`src/rtl/opi_pkg.sv`:
```
// Shared types and constants for the odometry pose integrator.
// No dependencies; every other file of the block but opi_checker imports this package.
package opi_pkg;

  // Field widths
  localparam int SPEED_W = 16;
  localparam int RATE_W  = 24;
  localparam int DT_W    = 16;
  localparam int POS_W   = 48;
  localparam int HEAD_W  = 40;
  localparam int ANGLE_W = 32;
  localparam int Q15_W   = 16;

  // CORDIC datapath: Q2.30 plus headroom, angle with sign headroom
  localparam int CW               = 34;
  localparam int CORDIC_STEPS_DEF = 16;
  localparam int CORDIC_MAX_STEPS = 32;
  localparam int Q15_SHIFT        = 15;

  localparam logic signed [CW-1:0] CORDIC_GAIN = 34'sd652032874;
  localparam logic signed [CW-1:0] Q15_ROUND   = 34'sd16384;
  localparam logic signed [CW-1:0] Q15_MAX     = 34'sd32767;
  localparam logic signed [CW-1:0] Q15_MIN     = -34'sd32768;

  // Arctangent of 2^-i in 2^32-per-turn units, truncated
  localparam logic [ANGLE_W-1:0] ATAN_TURNS [CORDIC_MAX_STEPS] = '{
    32'h20000000, 32'h12E4051E, 32'h09FB385B, 32'h051111D4, 32'h028B0D43,
    32'h0145D7E1, 32'h00A2F61E, 32'h00517C55, 32'h0028BE53, 32'h00145F2F,
    32'h000A2F98, 32'h000517CC, 32'h00028BE6, 32'h000145F3, 32'h0000A2F9,
    32'h0000517C, 32'h000028BE, 32'h0000145F, 32'h00000A2F, 32'h00000517,
    32'h0000028B, 32'h00000145, 32'h000000A2, 32'h00000051, 32'h00000028,
    32'h00000014, 32'h0000000A, 32'h00000005, 32'h00000002, 32'h00000001,
    32'h00000000, 32'h00000000
  };

  // One beat moving down the CORDIC cell chain
  typedef struct packed {
    logic                 valid;
    logic                 flip;
    logic signed [CW-1:0] x;
    logic signed [CW-1:0] y;
    logic signed [CW-1:0] z;
  } cordic_beat_t;

  // Rounded result leaving the CORDIC
  typedef struct packed {
    logic                    valid;
    logic signed [Q15_W-1:0] cos_q15;
    logic signed [Q15_W-1:0] sin_q15;
  } cordic_res_t;

  // Tick sequencer
  typedef enum logic [3:0] {
    S_IDLE,
    S_HMUL,
    S_HADD,
    S_ISSUE,
    S_WAIT_CS,
    S_WAIT_Q,
    S_PMUL,
    S_PSUM,
    S_PSCALE,
    S_ACC,
    S_OUT
  } seq_state_t;

endpackage

```
`src/rtl/opi_cell.sv`:
```
// One CORDIC rotation cell: fixed shift and fixed arctangent, registered.
// Depends on opi_pkg for the beat type.
module opi_cell #(
  parameter int              SHIFT = 0,
  parameter logic [31:0]     ATAN  = 32'h20000000
) (
  input  logic                  clk,
  input  logic                  rst,
  input  opi_pkg::cordic_beat_t beat_in,
  output opi_pkg::cordic_beat_t beat_out
);
  import opi_pkg::*;

  logic signed [CW-1:0] xs;
  logic signed [CW-1:0] ys;
  logic signed [CW-1:0] atan_s;
  cordic_beat_t         beat_next;

  assign xs     = beat_in.x >>> SHIFT;
  assign ys     = beat_in.y >>> SHIFT;
  assign atan_s = signed'({{(CW-ANGLE_W){1'b0}}, ATAN});

  // Rotate toward zero residual angle
  always_comb begin
    beat_next = beat_in;
    if (!beat_in.z[CW-1]) begin
      beat_next.x = beat_in.x - ys;
      beat_next.y = beat_in.y + xs;
      beat_next.z = beat_in.z - atan_s;
    end else begin
      beat_next.x = beat_in.x + ys;
      beat_next.y = beat_in.y - xs;
      beat_next.z = beat_in.z + atan_s;
    end
  end

  // Hand the beat to the next cell
  always_ff @(posedge clk) begin
    beat_out.flip <= beat_next.flip;
    beat_out.x    <= beat_next.x;
    beat_out.y    <= beat_next.y;
    beat_out.z    <= beat_next.z;
    if (rst) begin
      beat_out.valid <= 1'b0;
    end else begin
      beat_out.valid <= beat_next.valid;
    end
  end

endmodule

```
`src/rtl/opi_cordic.sv`:
```
// Pipelined CORDIC: half-plane fold, a chain of opi_cell stages, Q1.15 rounding.
// Depends on opi_pkg and opi_cell. Registered at the input, in each cell and at the output, no stall.
module opi_cordic #(
  parameter int STEPS = opi_pkg::CORDIC_STEPS_DEF
) (
  input  logic                          clk,
  input  logic                          rst,
  input  logic                          issue_valid,
  input  logic [opi_pkg::ANGLE_W-1:0]   issue_angle,
  output opi_pkg::cordic_res_t          res
);
  import opi_pkg::*;

  cordic_beat_t          chain [STEPS+1];
  logic                  flip_c;
  logic [ANGLE_W-1:0]    folded;
  cordic_beat_t          last;
  logic signed [CW-1:0]  x_f;
  logic signed [CW-1:0]  y_f;
  logic signed [CW-1:0]  x_r;
  logic signed [CW-1:0]  y_r;

  // Fold the angle into the right half-plane
  assign flip_c = (issue_angle[ANGLE_W-1] != issue_angle[ANGLE_W-2]);
  assign folded = flip_c ? issue_angle + {1'b1, {(ANGLE_W-1){1'b0}}} : issue_angle;

  // Load the first cell
  always_ff @(posedge clk) begin
    chain[0].flip  <= flip_c;
    chain[0].x     <= CORDIC_GAIN;
    chain[0].y     <= '0;
    chain[0].z     <= signed'({{(CW-ANGLE_W){folded[ANGLE_W-1]}}, folded});
    if (rst) begin
      chain[0].valid <= 1'b0;
    end else begin
      chain[0].valid <= issue_valid;
    end
  end

  for (genvar i = 0; i < STEPS; i++) begin : g_cell
    opi_cell #(
      .SHIFT (i),
      .ATAN  (ATAN_TURNS[i])
    ) u_cell (
      .clk      (clk),
      .rst      (rst),
      .beat_in  (chain[i]),
      .beat_out (chain[i+1])
    );
  end

  // Undo the fold and round to Q1.15
  assign last = chain[STEPS];
  assign x_f  = last.flip ? -last.x : last.x;
  assign y_f  = last.flip ? -last.y : last.y;
  assign x_r  = (x_f + Q15_ROUND) >>> Q15_SHIFT;
  assign y_r  = (y_f + Q15_ROUND) >>> Q15_SHIFT;

  always_ff @(posedge clk) begin
    res.cos_q15 <= (x_r > Q15_MAX) ? Q15_MAX[Q15_W-1:0] :
                   (x_r < Q15_MIN) ? Q15_MIN[Q15_W-1:0] : x_r[Q15_W-1:0];
    res.sin_q15 <= (y_r > Q15_MAX) ? Q15_MAX[Q15_W-1:0] :
                   (y_r < Q15_MIN) ? Q15_MIN[Q15_W-1:0] : y_r[Q15_W-1:0];
    if (rst) begin
      res.valid <= 1'b0;
    end else begin
      res.valid <= last.valid;
    end
  end

endmodule

```
`config.mk`:
```
export PLATFORM = sky130hd
export DESIGN_NAME = opi_cordic
export DESIGN_NICKNAME = d
export VERILOG_FILES = /design/src/rtl/opi_pkg.sv /design/src/rtl/opi_cell.sv /design/src/rtl/opi_cordic.sv
export SDC_FILE = /design/constraint.sdc
export NUM_CORES = 2
export LEC_CHECK = 0
export BUFFER_PORTS_ARGS = -buffer_cell sky130_fd_sc_hd__buf_2
export CAP_MARGIN = 20
export CORE_MARGIN = 4
export CORE_UTILIZATION = 55
export CTS_CLUSTER_SIZE = 20
export DETAILED_ROUTE_END_ITERATION = 10
export PLACE_DENSITY = 0.8
export SYNTH_ARGS = -nofsm -noshare
export SYNTH_HDL_FRONTEND = slang
export SYNTH_SLANG_ARGS = --single-unit
export TNS_END_PERCENT = 1
```
`constraint.sdc`:
```
create_clock -name clk -period 5.27 [get_ports clk]
set_input_delay 0.2635 -clock clk [delete_from_list [all_inputs] [get_ports clk]]
set_output_delay 0.2635 -clock clk [all_outputs]
set_load 0.05 [all_outputs]
```
==> metrics.txt <==
status=completed; Initial DRT Pass Iterations=6; FF-to-FF Start=g_cell[5].u_cell.beat_out[74]; Clock Path Buffers=3; Post-DRT Antenna Nets=0; most common cell after layout, fill and taps aside=dfxtp_1; CTS Buf Count=175; Worst R2R Setup Slack=0.28 ns; Period minus WS final=4.99 ns; Worst Hold Path EP=chain[1682]; share of layout cells above drive strength 1=5.11%; critical path launch point type=flip-flop; Initial Util=55.3%; Post-synth EDFFs=0; slowest cell on the critical path=or4_1; Final WS setup=0.283 ns; Reg2Reg Depth=21; vias in the first global route=90588; GR Util met3=3.30%; WP data required=6.03 ns; # setup viols final=0; num rows=166; first-pass GRT wire length=458 mm; Final TNS setup=0 ns; Setup CP Type=flip-flop to flip-flop; post-synthesis cell type count=99; Max Cap Violations=0; period utilization=94.6%; worst hold start=issue_angle[18]; Yosys warnings=0; CTS tree=built; number of port buffers=67; clk_skew=0.0373 ns; CP endpoint kind=flip-flop; met1 global-route usage=31.8%; largest net degree at the start of global routing=55; Core Area=205000 sq um; GR Util met2=44.2%; Syn Nets=14765; DRT Wirelength=283 mm; chip width=462 um; Max Slew Vio Count=0; CP max stage delay=0.42 ns; Placer Congestion=0.971; # nets final=14943; max-slew headroom at the worst pin=33.2%; register area share after synthesis=27.8%; data arrival time of the worst path=5.74 ns; area delta synth->final=9.06%; Post-Syn Area=113000 sq um; worst slew pin tran=0.999 ns; Post-synth ARST share=0%; Mean Syn Cell Area=8.52 sq um; #FFs+latches synth=1573; Remaining DRCs=0; Avg WL per Cell=17.3 um; DR iter-0 viols=6670; unrepaired setup endpoints after global routing=no; commonest cells after routing, fill and taps aside=dfxtp_1, a21oi_1, ha_1, xnor2_1, nor2_1; critical-path cell list=inv_1 > ha_1 > nand2b_1 > or4_1 > or2_2 > nand2b_1 > nor4_2 > nand2_1 > nor4_1 > buf_4 > a21oi_1 > xnor2_1 > ha_1 > and3_1 > a311oi_1 > o21ai_0 > a221o_1 > a2111o_1 > a21o_1 > a21oi_1 > xnor2_1; post-synthesis cell count=13289; Via-to-Cell Ratio=5.89; Max Clk Rate=201 MHz; total grt overflow=0; Global Route Usage Sum=25.7%; initial antenna violation count=7; Place WS=0.297 ns; Top-Level Pins=68; Hold Path Cell Cnt=2; R2R Path End=g_cell[6].u_cell.beat_out[67]; Vias=96036; Die Y-Extent=462 um; ys flop type=dfxtp_1; Finished Core Util=60.3%; clk slew on worst S/H paths=0.06 ns; Hold Vio Cnt, Final=0; HP Class=input pin to flip-flop; GR peak layer=met2; root buffer cell=clkbuf_16; H-tree level count=4; clock latency on the worst-skew pair=0.85 ns; DP HPWL=222 mm; die area=213000 sq um; # clock sinks=1573; Max FO, Critical Path=6
registers in the layout, summed over array words and instances (netlist names):
| name | cells |
|---|---|
| res | 33 |
| chain | 34 |
| g_cell.u_cell.beat_out | 1506 |
worst max-delay path, delay by kind of cell, from the launching register on:
kind	cells	cell delay [ns]
buffers and inverters	2	0.26
and+or+nand+nor	8	1.84
xor gates and xnor gates	2	0.30
DFF	1	0.34
AOI/OAI and AO/OA	7	1.63
adders and majority gates	2	0.53
through the flow:
stage	cell area, sq um	instances	hold WS [ns]
floorplan	113000	13289	0.291
global placement	117000	15940	0.310
detailed placement	117000	15940	0.312
CTS	123000	16304	0.00136
global route	123000	16307	0.0440
finish	123000	16307	0.0654
worst max-delay path by stage:
stage | start | depth (start not counted) | endpoint
6_report | g_cell[5].u_cell.beat_out[74] | 21 | g_cell[6].u_cell.beat_out[67]
5_1_grt | g_cell[5].u_cell.beat_out[74] | 22 | g_cell[6].u_cell.beat_out[67]
4_1_cts | g_cell[5].u_cell.beat_out[74] | 21 | g_cell[6].u_cell.beat_out[67]
3_5_place_dp | g_cell[5].u_cell.beat_out[74] | 21 | g_cell[6].u_cell.beat_out[67]
3_3_place_gp | g_cell[5].u_cell.beat_out[74] | 21 | g_cell[6].u_cell.beat_out[67]
2_1_floorplan | g_cell[1].u_cell.beat_out[45] | 18 | g_cell[2].u_cell.beat_out[101]
cell type report:
class	count	area, sq um
Fill cell	17427	81200
Inverter	604	2270
Tap cell	2688	3360
Timing Repair Buffer	227	1640
Clock inverter	91	1110
Clock buffer	236	4940
Sequential cell	1573	31500
Antenna cell	2	5.00
Multi-Input combinational cell	10886	78600
kinds of logic (layout without fill, tap and decap cells):
logic type,count (synthesis),after routing,synth area share (%)
AO/OA/AOI/OAI,3920,3920,22.2
AND/OR/NAND/NOR,3521,3521,15.3
flip-flops,1573,1573,27.8
buffers and inverters,830,1158,2.78
XOR/XNOR,1893,1893,14.7
multiplexers,110,110,1.04
adder cells (fa/ha/maj),1441,1441,16.2
other,1,3,0.00331
layer usage:
metal  wire length [um]  share of wire [%]
met1             122000                 43
met2             131000                 46
met3              15000                5.3
met4              14200                5.0
met5                  0                  0
what timing repair did:
| item | CTS | global route |
|---|---|---|
| hold buffers | 37 | 0 |
| endpoints found under the hold margin | 51 | 0 |
| setup buffers | 0 | 1 |
| setup endpoints to repair | 0 | 9 |
| resized for setup | 0 | 11 |
cells in the mapped netlist, drive strengths merged, types with 91 or more instances:
library cell  number  area [sq um]
a21o             641          4810
o21ai            563          2850
nor2            1117          4200
and2              91           569
clkbuf           178           668
ha              1397         17500
inv              601          2260
xor2             618          5410
o21a             231          1730
xnor2           1275         11200
dfxtp           1573         31500
nor2b            187          1170
nor3             397          1990
nand4             91           569
or3               94           603
a21oi           1418          7100
nand3            255          1280
nand2            596          2240
nor4             100           641
nand2b           229          1430
a31oi            131           826
o21bai           196          1470
a211oi           125           951
and3             145           907
Power is left out: the tool's default activity adds up to more than one toggle a clock period on the data nets, which glitch-free logic cannot reach.
